===== config.mk =====
export PLATFORM = sky130hd
export DESIGN_NAME = inverse_power_index_permuter_flat
export DESIGN_NICKNAME = d
export VERILOG_FILES = /design/src/rtl/ipip_pkg.sv /design/src/rtl/ipip_req_if.sv /design/src/rtl/ipip_arith.sv /design/src/rtl/inverse_power_index_permuter.sv /design/src/flat_wrapper.sv
export VERILOG_INCLUDE_DIRS = /design/src /design/src/rtl
export SDC_FILE = /design/constraint.sdc
export NUM_CORES = 2
export LEC_CHECK = 0
export ABC_AREA = 1
export BUFFER_PORTS_ARGS = -buffer_cell sky130_fd_sc_hd__buf_4
export CAP_MARGIN = 15
export CORE_MARGIN = 2
export CORE_UTILIZATION = 46
export CTS_CLUSTER_DIAMETER = 40
export CTS_CLUSTER_SIZE = 24
export DETAILED_ROUTE_END_ITERATION = 10
export GPL_TIMING_DRIVEN = 0
export SLEW_MARGIN = 20
export SYNTH_ARGS = -nofsm -noshare
export SYNTH_HDL_FRONTEND = slang
export SYNTH_SLANG_ARGS = --single-unit

===== constraint.sdc =====
create_clock -name clk_i -period 11.3 [get_ports clk_i]
set_input_delay 0.565 -clock clk_i [delete_from_list [all_inputs] [get_ports clk_i]]
set_output_delay 0.565 -clock clk_i [all_outputs]
set_load 0.01 [all_outputs]

===== src/rtl/assert_macros.svh =====
// Assertion macros used by the top level of the permuter.
`ifndef ASSERT_MACROS_SVH
`define ASSERT_MACROS_SVH

// The consequent must hold in the same cycle as the antecedent.
`define ASSERT_SAME(lbl, ante, cons) \
  lbl: assert property (@(posedge clk_i) disable iff (!rst_ni) (ante) |-> (cons)) \
    else $error("assertion failed");

// The consequent must hold in the cycle after the antecedent.
`define ASSERT_NEXT(lbl, ante, cons) \
  lbl: assert property (@(posedge clk_i) disable iff (!rst_ni) (ante) |=> (cons)) \
    else $error("assertion failed");

`endif


===== src/rtl/ipip_pkg.sv =====
// Package of the inverse power index permuter: widths, codes and unit command type.
package ipip_pkg;

  localparam int unsigned MaxRowsDef = 31;
  localparam int unsigned ModBitsDef = 31;

  localparam int unsigned DataW  = 31;
  localparam int unsigned TotalW = 32;
  localparam int unsigned RowW   = 5;
  localparam int unsigned StatW  = 3;
  localparam int unsigned CfgIdxW = 2;
  localparam int unsigned Steps  = DataW;
  localparam int unsigned CntW   = 5;

  localparam logic [StatW-1:0] StOk      = 3'd0;
  localparam logic [StatW-1:0] StRow     = 3'd1;
  localparam logic [StatW-1:0] StCol     = 3'd2;
  localparam logic [StatW-1:0] StUnbuilt = 3'd3;
  localparam logic [StatW-1:0] StNoInv   = 3'd4;

  localparam logic [CfgIdxW-1:0] RegModulus = 2'd0;
  localparam logic [CfgIdxW-1:0] RegTotal   = 2'd1;

  localparam logic ReqBuild  = 1'b0;
  localparam logic ReqLookup = 1'b1;

  typedef enum logic {
    OP_MULMOD,
    OP_DIV
  } arith_op_e;

  typedef struct packed {
    logic      start;
    arith_op_e op;
  } arith_cmd_t;

endpackage


===== src/rtl/ipip_req_if.sv =====
// Request and response channel interfaces of the permuter.
interface ipip_req_if;
  logic                         valid;
  logic                         ready;
  logic                         req_type;
  logic [ipip_pkg::RowW-1:0]    row_index;
  logic [ipip_pkg::DataW-1:0]   dst_exponent;

  modport source (output valid, req_type, row_index, dst_exponent, input ready);
  modport sink (input valid, req_type, row_index, dst_exponent, output ready);
endinterface

interface ipip_rsp_if;
  logic                         valid;
  logic                         ready;
  logic [ipip_pkg::TotalW-1:0]  out_value;
  logic [ipip_pkg::StatW-1:0]   status;

  modport source (output valid, out_value, status, input ready);
  modport sink (input valid, out_value, status, output ready);
endinterface


===== src/rtl/ipip_arith.sv =====
// Shared bit-serial unit: modular multiply by double-and-add, or restoring division.
module ipip_arith (
  input  logic                        clk_i,
  input  logic                        rst_ni,
  input  ipip_pkg::arith_cmd_t        cmd_i,
  input  logic [ipip_pkg::DataW-1:0]  opa_i,
  input  logic [ipip_pkg::DataW-1:0]  opb_i,
  input  logic [ipip_pkg::DataW-1:0]  mod_i,
  output logic                        done_o,
  output logic [ipip_pkg::DataW-1:0]  acc_o,
  output logic [ipip_pkg::DataW-1:0]  quo_o
);

  localparam int unsigned W = ipip_pkg::DataW;

  logic                           busy_q, done_q;
  logic [ipip_pkg::CntW-1:0]      cnt_q;
  ipip_pkg::arith_op_e            op_q;
  logic [W:0]                     acc_q, acc_d;
  logic [W-1:0]                   mq_q, mq_d;
  logic [W-1:0]                   b_q, p_q;
  logic [W:0]                     dbl, sum, rem;
  logic                           ge;

  always_comb begin
    dbl = {acc_q[W-1:0], 1'b0};
    if (dbl >= {1'b0, p_q}) begin
      dbl = dbl - {1'b0, p_q};
    end
    sum = dbl + (mq_q[W-1] ? {1'b0, b_q} : '0);
    if (sum >= {1'b0, p_q}) begin
      sum = sum - {1'b0, p_q};
    end
    rem = {acc_q[W-1:0], mq_q[W-1]};
    ge  = (rem >= {1'b0, b_q});
    case (op_q)
      ipip_pkg::OP_MULMOD: begin
        acc_d = sum;
        mq_d  = {mq_q[W-2:0], 1'b0};
      end
      ipip_pkg::OP_DIV: begin
        acc_d = ge ? (rem - {1'b0, b_q}) : rem;
        mq_d  = {mq_q[W-2:0], ge};
      end
      default: begin
        acc_d = acc_q;
        mq_d  = mq_q;
      end
    endcase
  end

  always_ff @(posedge clk_i or negedge rst_ni) begin
    if (!rst_ni) begin
      busy_q <= 1'b0;
      done_q <= 1'b0;
      cnt_q  <= '0;
    end else begin
      done_q <= 1'b0;
      if (cmd_i.start) begin
        busy_q <= 1'b1;
        cnt_q  <= '0;
      end else if (busy_q) begin
        cnt_q <= cnt_q + 1'b1;
        if (cnt_q == ipip_pkg::CntW'(ipip_pkg::Steps - 1)) begin
          busy_q <= 1'b0;
          done_q <= 1'b1;
        end
      end
    end
  end

  always_ff @(posedge clk_i) begin
    if (cmd_i.start) begin
      op_q  <= cmd_i.op;
      acc_q <= '0;
      mq_q  <= opa_i;
      b_q   <= opb_i;
      p_q   <= mod_i;
    end else if (busy_q) begin
      acc_q <= acc_d;
      mq_q  <= mq_d;
    end
  end

  assign done_o = done_q;
  assign acc_o  = acc_q[W-1:0];
  assign quo_o  = mq_q;

endmodule


===== src/rtl/inverse_power_index_permuter.sv =====
// Top level: request sequencer, factor store and configuration registers.
// A lookup is one 31-step modular multiply between acceptance and response.
// A build of row i takes i squarings, then Euclid steps that are each a 31-step
// division and a 31-step multiply.
// Errors found at acceptance are offered the cycle after it. One request is in flight;
// ready is low meanwhile. Reset clears the built bits and sets modulus 3 and total 64.
`include "assert_macros.svh"

module inverse_power_index_permuter #(
  parameter int unsigned MAX_ROWS = ipip_pkg::MaxRowsDef,
  parameter int unsigned MOD_BITS = ipip_pkg::ModBitsDef
) (
  input  logic                          clk_i,
  input  logic                          rst_ni,
  input  logic                          cfg_we_i,
  input  logic [ipip_pkg::CfgIdxW-1:0]  cfg_idx_i,
  input  logic [ipip_pkg::TotalW-1:0]   cfg_data_i,
  ipip_req_if.sink                      req_i,
  ipip_rsp_if.source                    rsp_o
);

  localparam int unsigned W  = ipip_pkg::DataW;
  localparam int unsigned TW = ipip_pkg::TotalW;
  localparam int unsigned RW = $clog2(MAX_ROWS);

  typedef enum logic [2:0] {
    S_IDLE, S_SQ, S_SQW, S_EU, S_DIVW, S_MULW, S_LKW, S_OUT
  } state_e;

  state_e                       state_q;
  logic [MOD_BITS-1:0]          mod_q;
  logic [TW-1:0]                total_q;
  logic [MAX_ROWS-1:0]          built_q;
  logic [W-1:0]                 factor_mem [MAX_ROWS];
  logic [ipip_pkg::RowW-1:0]    row_q, cnt_q;
  logic [W-1:0]                 v_q, r0_q, r1_q, t0_q, t1_q;
  logic [W-1:0]                 opa_q, opb_q;
  ipip_pkg::arith_cmd_t         cmd_q;
  logic [TW-1:0]                value_q;
  logic [ipip_pkg::StatW-1:0]   status_q;

  logic [W-1:0]                 p, acc, quo, t2;
  logic                         done, accept, row_ok, store_we;

  assign p      = W'(mod_q);
  assign accept = req_i.valid && req_i.ready;
  assign row_ok = (32'(req_i.row_index) < MAX_ROWS) && ((p >> req_i.row_index) != '0);
  assign t2     = (t0_q >= acc) ? (t0_q - acc) : W'({1'b0, t0_q} + {1'b0, p} - {1'b0, acc});
  assign store_we = (state_q == S_EU) && (r1_q == '0) && (r0_q == W'(1));

  ipip_arith u_arith (
    .clk_i  (clk_i),
    .rst_ni (rst_ni),
    .cmd_i  (cmd_q),
    .opa_i  (opa_q),
    .opb_i  (opb_q),
    .mod_i  (p),
    .done_o (done),
    .acc_o  (acc),
    .quo_o  (quo)
  );

  always_ff @(posedge clk_i or negedge rst_ni) begin
    if (!rst_ni) begin
      mod_q <= MOD_BITS'(3);
      total_q <= TW'(64);
    end else if (cfg_we_i) begin
      case (cfg_idx_i)
        ipip_pkg::RegModulus: mod_q   <= cfg_data_i[MOD_BITS-1:0];
        ipip_pkg::RegTotal:   total_q <= cfg_data_i;
        default: ;
      endcase
    end
  end

  always_ff @(posedge clk_i) begin
    if (store_we) begin
      factor_mem[row_q[RW-1:0]] <= t0_q;
    end
  end

  always_ff @(posedge clk_i or negedge rst_ni) begin
    if (!rst_ni) begin
      state_q  <= S_IDLE;
      built_q  <= '0;
      cmd_q    <= '0;
      value_q  <= '0;
      status_q <= ipip_pkg::StOk;
      row_q <= '0; cnt_q <= '0; v_q <= '0;
      r0_q <= '0; r1_q <= '0; t0_q <= '0; t1_q <= '0;
      opa_q <= '0; opb_q <= '0;
    end else begin
      ipip_pkg::arith_cmd_t cmd_d;
      // The start bit of the unit command is a one-cycle pulse.
      cmd_d = '{start: 1'b0, op: cmd_q.op};
      case (state_q)
        S_IDLE: begin
          if (accept) begin
            row_q    <= req_i.row_index;
            value_q  <= '0;
            cnt_q    <= '0;
            if (!row_ok) begin
              status_q <= ipip_pkg::StRow;
              state_q  <= S_OUT;
            end else if (req_i.req_type == ipip_pkg::ReqBuild) begin
              status_q <= ipip_pkg::StOk;
              v_q      <= (p > W'(2)) ? W'(2) : '0;
              state_q  <= S_SQ;
            end else if (!built_q[req_i.row_index[RW-1:0]]) begin
              status_q <= ipip_pkg::StUnbuilt;
              state_q  <= S_OUT;
            end else if ((req_i.dst_exponent >= p) ||
                         ({1'b0, req_i.dst_exponent} >= total_q)) begin
              status_q <= ipip_pkg::StCol;
              state_q  <= S_OUT;
            end else begin
              status_q <= ipip_pkg::StOk;
              opa_q    <= factor_mem[req_i.row_index[RW-1:0]];
              opb_q    <= req_i.dst_exponent;
              cmd_d    = '{start: 1'b1, op: ipip_pkg::OP_MULMOD};
              state_q  <= S_LKW;
            end
          end
        end
        S_SQ: begin
          if (cnt_q == row_q) begin
            if (v_q == '0) begin
              built_q[row_q[RW-1:0]] <= 1'b0;
              status_q <= ipip_pkg::StNoInv;
              state_q  <= S_OUT;
            end else begin
              r0_q <= p; r1_q <= v_q; t0_q <= '0; t1_q <= W'(1);
              state_q <= S_EU;
            end
          end else begin
            opa_q   <= v_q;
            opb_q   <= v_q;
            cmd_d   = '{start: 1'b1, op: ipip_pkg::OP_MULMOD};
            state_q <= S_SQW;
          end
        end
        S_SQW: begin
          if (done) begin
            v_q     <= acc;
            cnt_q   <= cnt_q + 1'b1;
            state_q <= S_SQ;
          end
        end
        S_EU: begin
          if (r1_q == '0) begin
            if (r0_q == W'(1)) begin
              built_q[row_q[RW-1:0]] <= 1'b1;
              value_q <= TW'(t0_q);
            end else begin
              built_q[row_q[RW-1:0]] <= 1'b0;
              status_q <= ipip_pkg::StNoInv;
            end
            state_q <= S_OUT;
          end else begin
            opa_q   <= r0_q;
            opb_q   <= r1_q;
            cmd_d   = '{start: 1'b1, op: ipip_pkg::OP_DIV};
            state_q <= S_DIVW;
          end
        end
        S_DIVW: begin
          if (done) begin
            r0_q    <= r1_q;
            r1_q    <= acc;
            opa_q   <= quo;
            opb_q   <= t1_q;
            cmd_d   = '{start: 1'b1, op: ipip_pkg::OP_MULMOD};
            state_q <= S_MULW;
          end
        end
        S_MULW: begin
          // The coefficients are kept as residues mod p, so the final one is the inverse.
          if (done) begin
            t0_q    <= t1_q;
            t1_q    <= t2;
            state_q <= S_EU;
          end
        end
        S_LKW: begin
          if (done) begin
            if (TW'(acc) >= total_q) begin
              status_q <= ipip_pkg::StCol;
            end else begin
              value_q <= total_q - TW'(1) - TW'(acc);
            end
            state_q <= S_OUT;
          end
        end
        S_OUT: begin
          if (rsp_o.ready) begin
            state_q <= S_IDLE;
          end
        end
        default: state_q <= S_IDLE;
      endcase
      cmd_q <= cmd_d;
    end
  end

  assign req_i.ready     = (state_q == S_IDLE);
  assign rsp_o.valid     = (state_q == S_OUT);
  assign rsp_o.out_value = value_q;
  assign rsp_o.status    = status_q;

  `ASSERT_NEXT(a_busy_after_accept, accept, !req_i.ready)
  `ASSERT_SAME(a_done_when_waiting, done,
    state_q == S_SQW || state_q == S_DIVW || state_q == S_MULW || state_q == S_LKW)
  `ASSERT_SAME(a_error_value_zero, rsp_o.valid && rsp_o.status != ipip_pkg::StOk,
    rsp_o.out_value == '0)
  `ASSERT_SAME(a_store_on_unit_gcd, store_we, r0_q == W'(1) && t0_q < p)

endmodule

===== src/flat_wrapper.sv =====
// flat-port wrapper written by rule: the top's interface ports become plain ports
module inverse_power_index_permuter_flat 
#(
  parameter int unsigned MAX_ROWS = ipip_pkg::MaxRowsDef,
  parameter int unsigned MOD_BITS = ipip_pkg::ModBitsDef
)
  (clk_i, rst_ni, cfg_we_i, cfg_idx_i, cfg_data_i, req_i_valid, req_i_req_type, req_i_row_index, req_i_dst_exponent, req_i_ready, rsp_o_valid, rsp_o_out_value, rsp_o_status, rsp_o_ready);
  ipip_req_if req_i_i ();
  ipip_rsp_if rsp_o_i ();
  input  logic clk_i;
  input  logic rst_ni;
  input  logic cfg_we_i;
  input  logic [ipip_pkg::CfgIdxW-1:0] cfg_idx_i;
  input  logic [ipip_pkg::TotalW-1:0] cfg_data_i;
  input wire logic [$bits(req_i_i.valid)-1:0] req_i_valid;
  input wire logic [$bits(req_i_i.req_type)-1:0] req_i_req_type;
  input wire logic [$bits(req_i_i.row_index)-1:0] req_i_row_index;
  input wire logic [$bits(req_i_i.dst_exponent)-1:0] req_i_dst_exponent;
  output wire logic [$bits(req_i_i.ready)-1:0] req_i_ready;
  output wire logic [$bits(rsp_o_i.valid)-1:0] rsp_o_valid;
  output wire logic [$bits(rsp_o_i.out_value)-1:0] rsp_o_out_value;
  output wire logic [$bits(rsp_o_i.status)-1:0] rsp_o_status;
  input wire logic [$bits(rsp_o_i.ready)-1:0] rsp_o_ready;
  assign req_i_i.valid = req_i_valid;
  assign req_i_i.req_type = req_i_req_type;
  assign req_i_i.row_index = req_i_row_index;
  assign req_i_i.dst_exponent = req_i_dst_exponent;
  assign req_i_ready = req_i_i.ready;
  assign rsp_o_valid = rsp_o_i.valid;
  assign rsp_o_out_value = rsp_o_i.out_value;
  assign rsp_o_status = rsp_o_i.status;
  assign rsp_o_i.ready = rsp_o_ready;
  inverse_power_index_permuter #(.MAX_ROWS(MAX_ROWS), .MOD_BITS(MOD_BITS)) u_core (.clk_i(clk_i), .rst_ni(rst_ni), .cfg_we_i(cfg_we_i), .cfg_idx_i(cfg_idx_i), .cfg_data_i(cfg_data_i), .req_i(req_i_i), .rsp_o(rsp_o_i));
endmodule

==> parameters.txt <==
Parameter                              Value

Route
  Total length of routed wires ... 354 mm
  Total number of vias ... 70900
  Routed len/inst ... 31.3 um
  DRT antenna net count ... 0
  Initial drt markers ... 12300
  Per-cell via count in the routed design ... 6.26
  First drt pass iteration count ... 9
  DRC viols ... 0

Worst setup path
  R2R Path Start ... u_core.u_arith.acc_q[30]
  Kind of cell adding the most delay to the critical path ... simple AND/OR/NAND/NOR gates
  Slowest Stage Delay on Critical Path ... 1.12 ns
  Cell with the largest stage delay on the worst path ... dfxtp_1
  Critical path data arrival time ... 9.09 ns
  Maximum net fanout on the critical path ... 10
  Number of buffer and inverter instances along the worst setup path ... 6
  Most numerous cell on the critical path ... nand2_1
  WP data required ... 12.04 ns
  Kind of critical path ... register to register
  Kind of end point of the critical path ... register
  Kind of launch point of the worst setup path ... register
  R2R Setup Slk ... 2.95 ns
  FF-to-FF End ... u_core.u_arith.acc_q[20]
  Cell depth of the worst flop-to-flop path ... 35

Floorplan
  Horizontal die dimension ... 413 um
  Vert. Die Dim ... 413 um
  Site row count ... 150
  I/O pins ... 113
  Die area ... 0.171 sq mm
  Initial core utilization ... 46.2%
  Core area ... 0.167 sq mm

Global routing
  Overall routing resource usage ... 40.6%
  Antenna violations before repair ... 35
  Number of global-route vias before repair ... 63900
  Largest net degree at the start of global routing ... 86
  First-pass GRT wire length ... 485 mm
  Gr ovfl total ... 0

Cells and area
  Flip-flop count of the largest register after layout ... 961
  Number of fill cells in the layout ... 15100
  Layout cells sized above 1 ... 9.59%
  Non-Filler Cell Area, Final ... 0.0902 sq mm
  Syn-to-layout area delta ... 16.9%
  Nets ... 9350

Synthesis
  Number of enable flip-flop cells after synthesis ... 1055
  Leading cell types by count after synthesis ... nand2_1, edfxtp_1, o21ai_0
  Largest area contributor in the synthesized netlist ... edfxtp_1
  Count of cell types in the netlist ... 59
  Count leader, synth ... nand2_1
  Synth Cell Area ... 0.0771 sq mm
  Mapped Cells ... 8413
  Largest cells by area after synthesis ... edfxtp_1, dfrtp_1, nand2_1
  Average instance area after synthesis ... 9.17 sq um
  Share of synthesized registers carrying an async set or reset ... 25.3%
  Sequential share of the synthesized area ... 53.8%
  Post-synthesis net count ... 8839
  Proportion of netlist area held by the largest area contributor ... 41.1%
  Number of synthesized register bits ... 1454
  Commonest register cell after synthesis ... edfxtp_1
  Warnings from Yosys ... 0

Power and ir drop
  Total power divided by cell area ... 305 mW/mm^2
  Switching power as a share of total power ... 48.1%
  Power spent charging and discharging nets ... 0.0132 W
  Int Power ... 0.0143 W
  Total power draw ... 0.0275 W
  Combinational Power Share ... 48.6%
  Clk pwr share ... 24.8%
  Worst vdd rail ir drop ... 0.318 mV
  Sequential group share of total power ... 26.6%
  Leakage Power ... 39.5 nW

Placement
  Placer congestion estimate ... 1.08
  Count of input and output buffers ... 111
  Post-DP HPWL ... 270 mm
  Area after DPL ... 0.0826 sq mm

Clocking
  Sinks on Clock Net ... 1454
  TritonCTS Buffers ... 207
  Clock tree from TritonCTS ... built
  Clock root cell ... clkbuf_16
  Clock-pin slew on the worst setup and hold paths ... 0.06 ns
  Post-CTS Setup Repair Bufs ... 0
  CTS Buffer Depth ... 3
  H-Tree Depth ... 4
  Clock insertion delay at the later pin of the skew report ... 0.90 ns

Min path
  Terminating pin of the worst hold path ... u_core.mod_q[20]
  Hold WC Path Type ... input pin to register
  Cell depth of the worst min-delay path ... 3
  Worst hold start ... cfg_data_i[20]

STA
  Count of endpoints failing hold in the final timing report ... 0
  Maximum clock frequency ... 120 MHz
  Remaining max-slew budget at the tightest pin ... 10.1%
  Setup-failing EPs final ... 0
  Worst slew pin tran ... 1.35 ns
  Skew final ... 0.0967 ns
  Crit share post-route ... 73.9%
  Number of pins exceeding their max-slew limit in the final report ... 0
  Worst hold slack after final layout ... 0.0538 ns
  Setup repair after global routing missed its margin ... false
  Setup_tns ... 0 ns
  Tmin final ... 8.35 ns

Run status
  Outcome ... complete, no violations

Run
  Max-cap violation count ... 0
==> area by class of cell <==
class                      instances  area, sq um  area share, %
tap                             2204         2760           3.06
antenna                           13         32.5         0.0361
buffer                           393         1690           1.87
clock buffer                     227         5410           6.00
inverter                         810         3040           3.37
multi-input combinational       5756        31100           34.4
sequential                      1454        41600           46.1
clock inverter                   163         2010           2.22
timing repair buffer             302         2630           2.92
==> stage by stage <==
step	std cells	util (%)	worst slack, ns
2_1_floorplan	8413	-	6.05
3_3_place_gp	10700	48.4	2.34
3_5_place_dp	10900	49.5	3.38
4_1_cts	11300	54.0	3.36
5_1_grt	11300	54.0	2.64
6_report	11300	54.1	2.95
==> power by group through the flow <==
stage	registers [W]	logic [W]	clock network, W
4_1_cts	0.00723	0.0130	0.00683
3_3_place_gp	0.00733	0.0129	0
6_report	0.00731	0.0134	0.00683
5_1_grt	0.00729	0.0144	0.00705
2_1_floorplan	0.00677	0.00841	0
3_5_place_dp	0.00732	0.0129	0
==> tightest hold or removal path, cell delays in order <==
cell     delay (ns)
buf_4          0.08
inv_1          0.05
o21ai_0        0.15
==> cell families after synthesis <==
kind of cell    after synthesis  synth area share (%)
compound gates             1995                  14.8
mux                          24                 0.311
flops                      1454                  53.8
xor+xnor                    154                  1.75
fa+ha+maj                   350                  6.03
simple gates               3233                  17.1
buf+inv                    1203                  6.11
==> repair_timing <==
action                                 4_1_cts  5_1_grt
hold buffers                                12        0
endpoints found under the hold margin       82        0
resized for setup                            0        0
==> layout by cell type (no fill, tap or decap), types with 35 or more instances in the layout <==
| master | n |
|---|---|
| a21oi_1 | 442 |
| buf_2 | 93 |
| nor2_1 | 868 |
| dfrtp_1 | 333 |
| edfxtp_1 | 1055 |
| xnor2_1 | 63 |
| a21o_1 | 35 |
| o221ai_1 | 61 |
| ha_1 | 314 |
| o2111ai_1 | 88 |
| fa_1 | 36 |
| buf_4 | 268 |
| clkbuf_16 | 211 |
| nand4_1 | 128 |
| inv_1 | 799 |
| a31oi_1 | 36 |
| o21ai_0 | 950 |
| o211ai_1 | 91 |
| clkbuf_1 | 266 |
| o22ai_1 | 161 |
| nand3_1 | 341 |
| inv_6 | 38 |
| xor2_1 | 91 |
| nand2_1 | 1733 |
| nor4_1 | 35 |
| nor3_1 | 52 |
==> how the worst max path moves through the flow <==
stage | from | endpoint | slack [ns] | depth (start not counted)
after detailed placement | u_core.u_arith.acc_q[4] | u_core.u_arith.acc_q[20] | 3.38 | 38
after global placement | u_core.state_q[0] | u_core.factor_mem[3][20] | 2.34 | 10
after floorplan | u_core.u_arith.acc_q[13] | u_core.u_arith.acc_q[13] | 6.05 | 39
after global routing | u_core.u_arith.acc_q[30] | u_core.u_arith.acc_q[20] | 2.64 | 35
final | u_core.u_arith.acc_q[30] | u_core.u_arith.acc_q[20] | 2.95 | 35
after CTS | u_core.u_arith.acc_q[4] | u_core.u_arith.acc_q[20] | 3.36 | 40
==> routing by layer <==
| layer | GRT usage [%] | share of wire [%] |
|---|---|---|
| met5 | 0 | 0.055 |
| met4 | 18.8 | 5.4 |
| met3 | 12.3 | 14 |
| met2 | 56.0 | 40 |
| met1 | 58.1 | 40 |
Power figures use the tool's default switching activity.
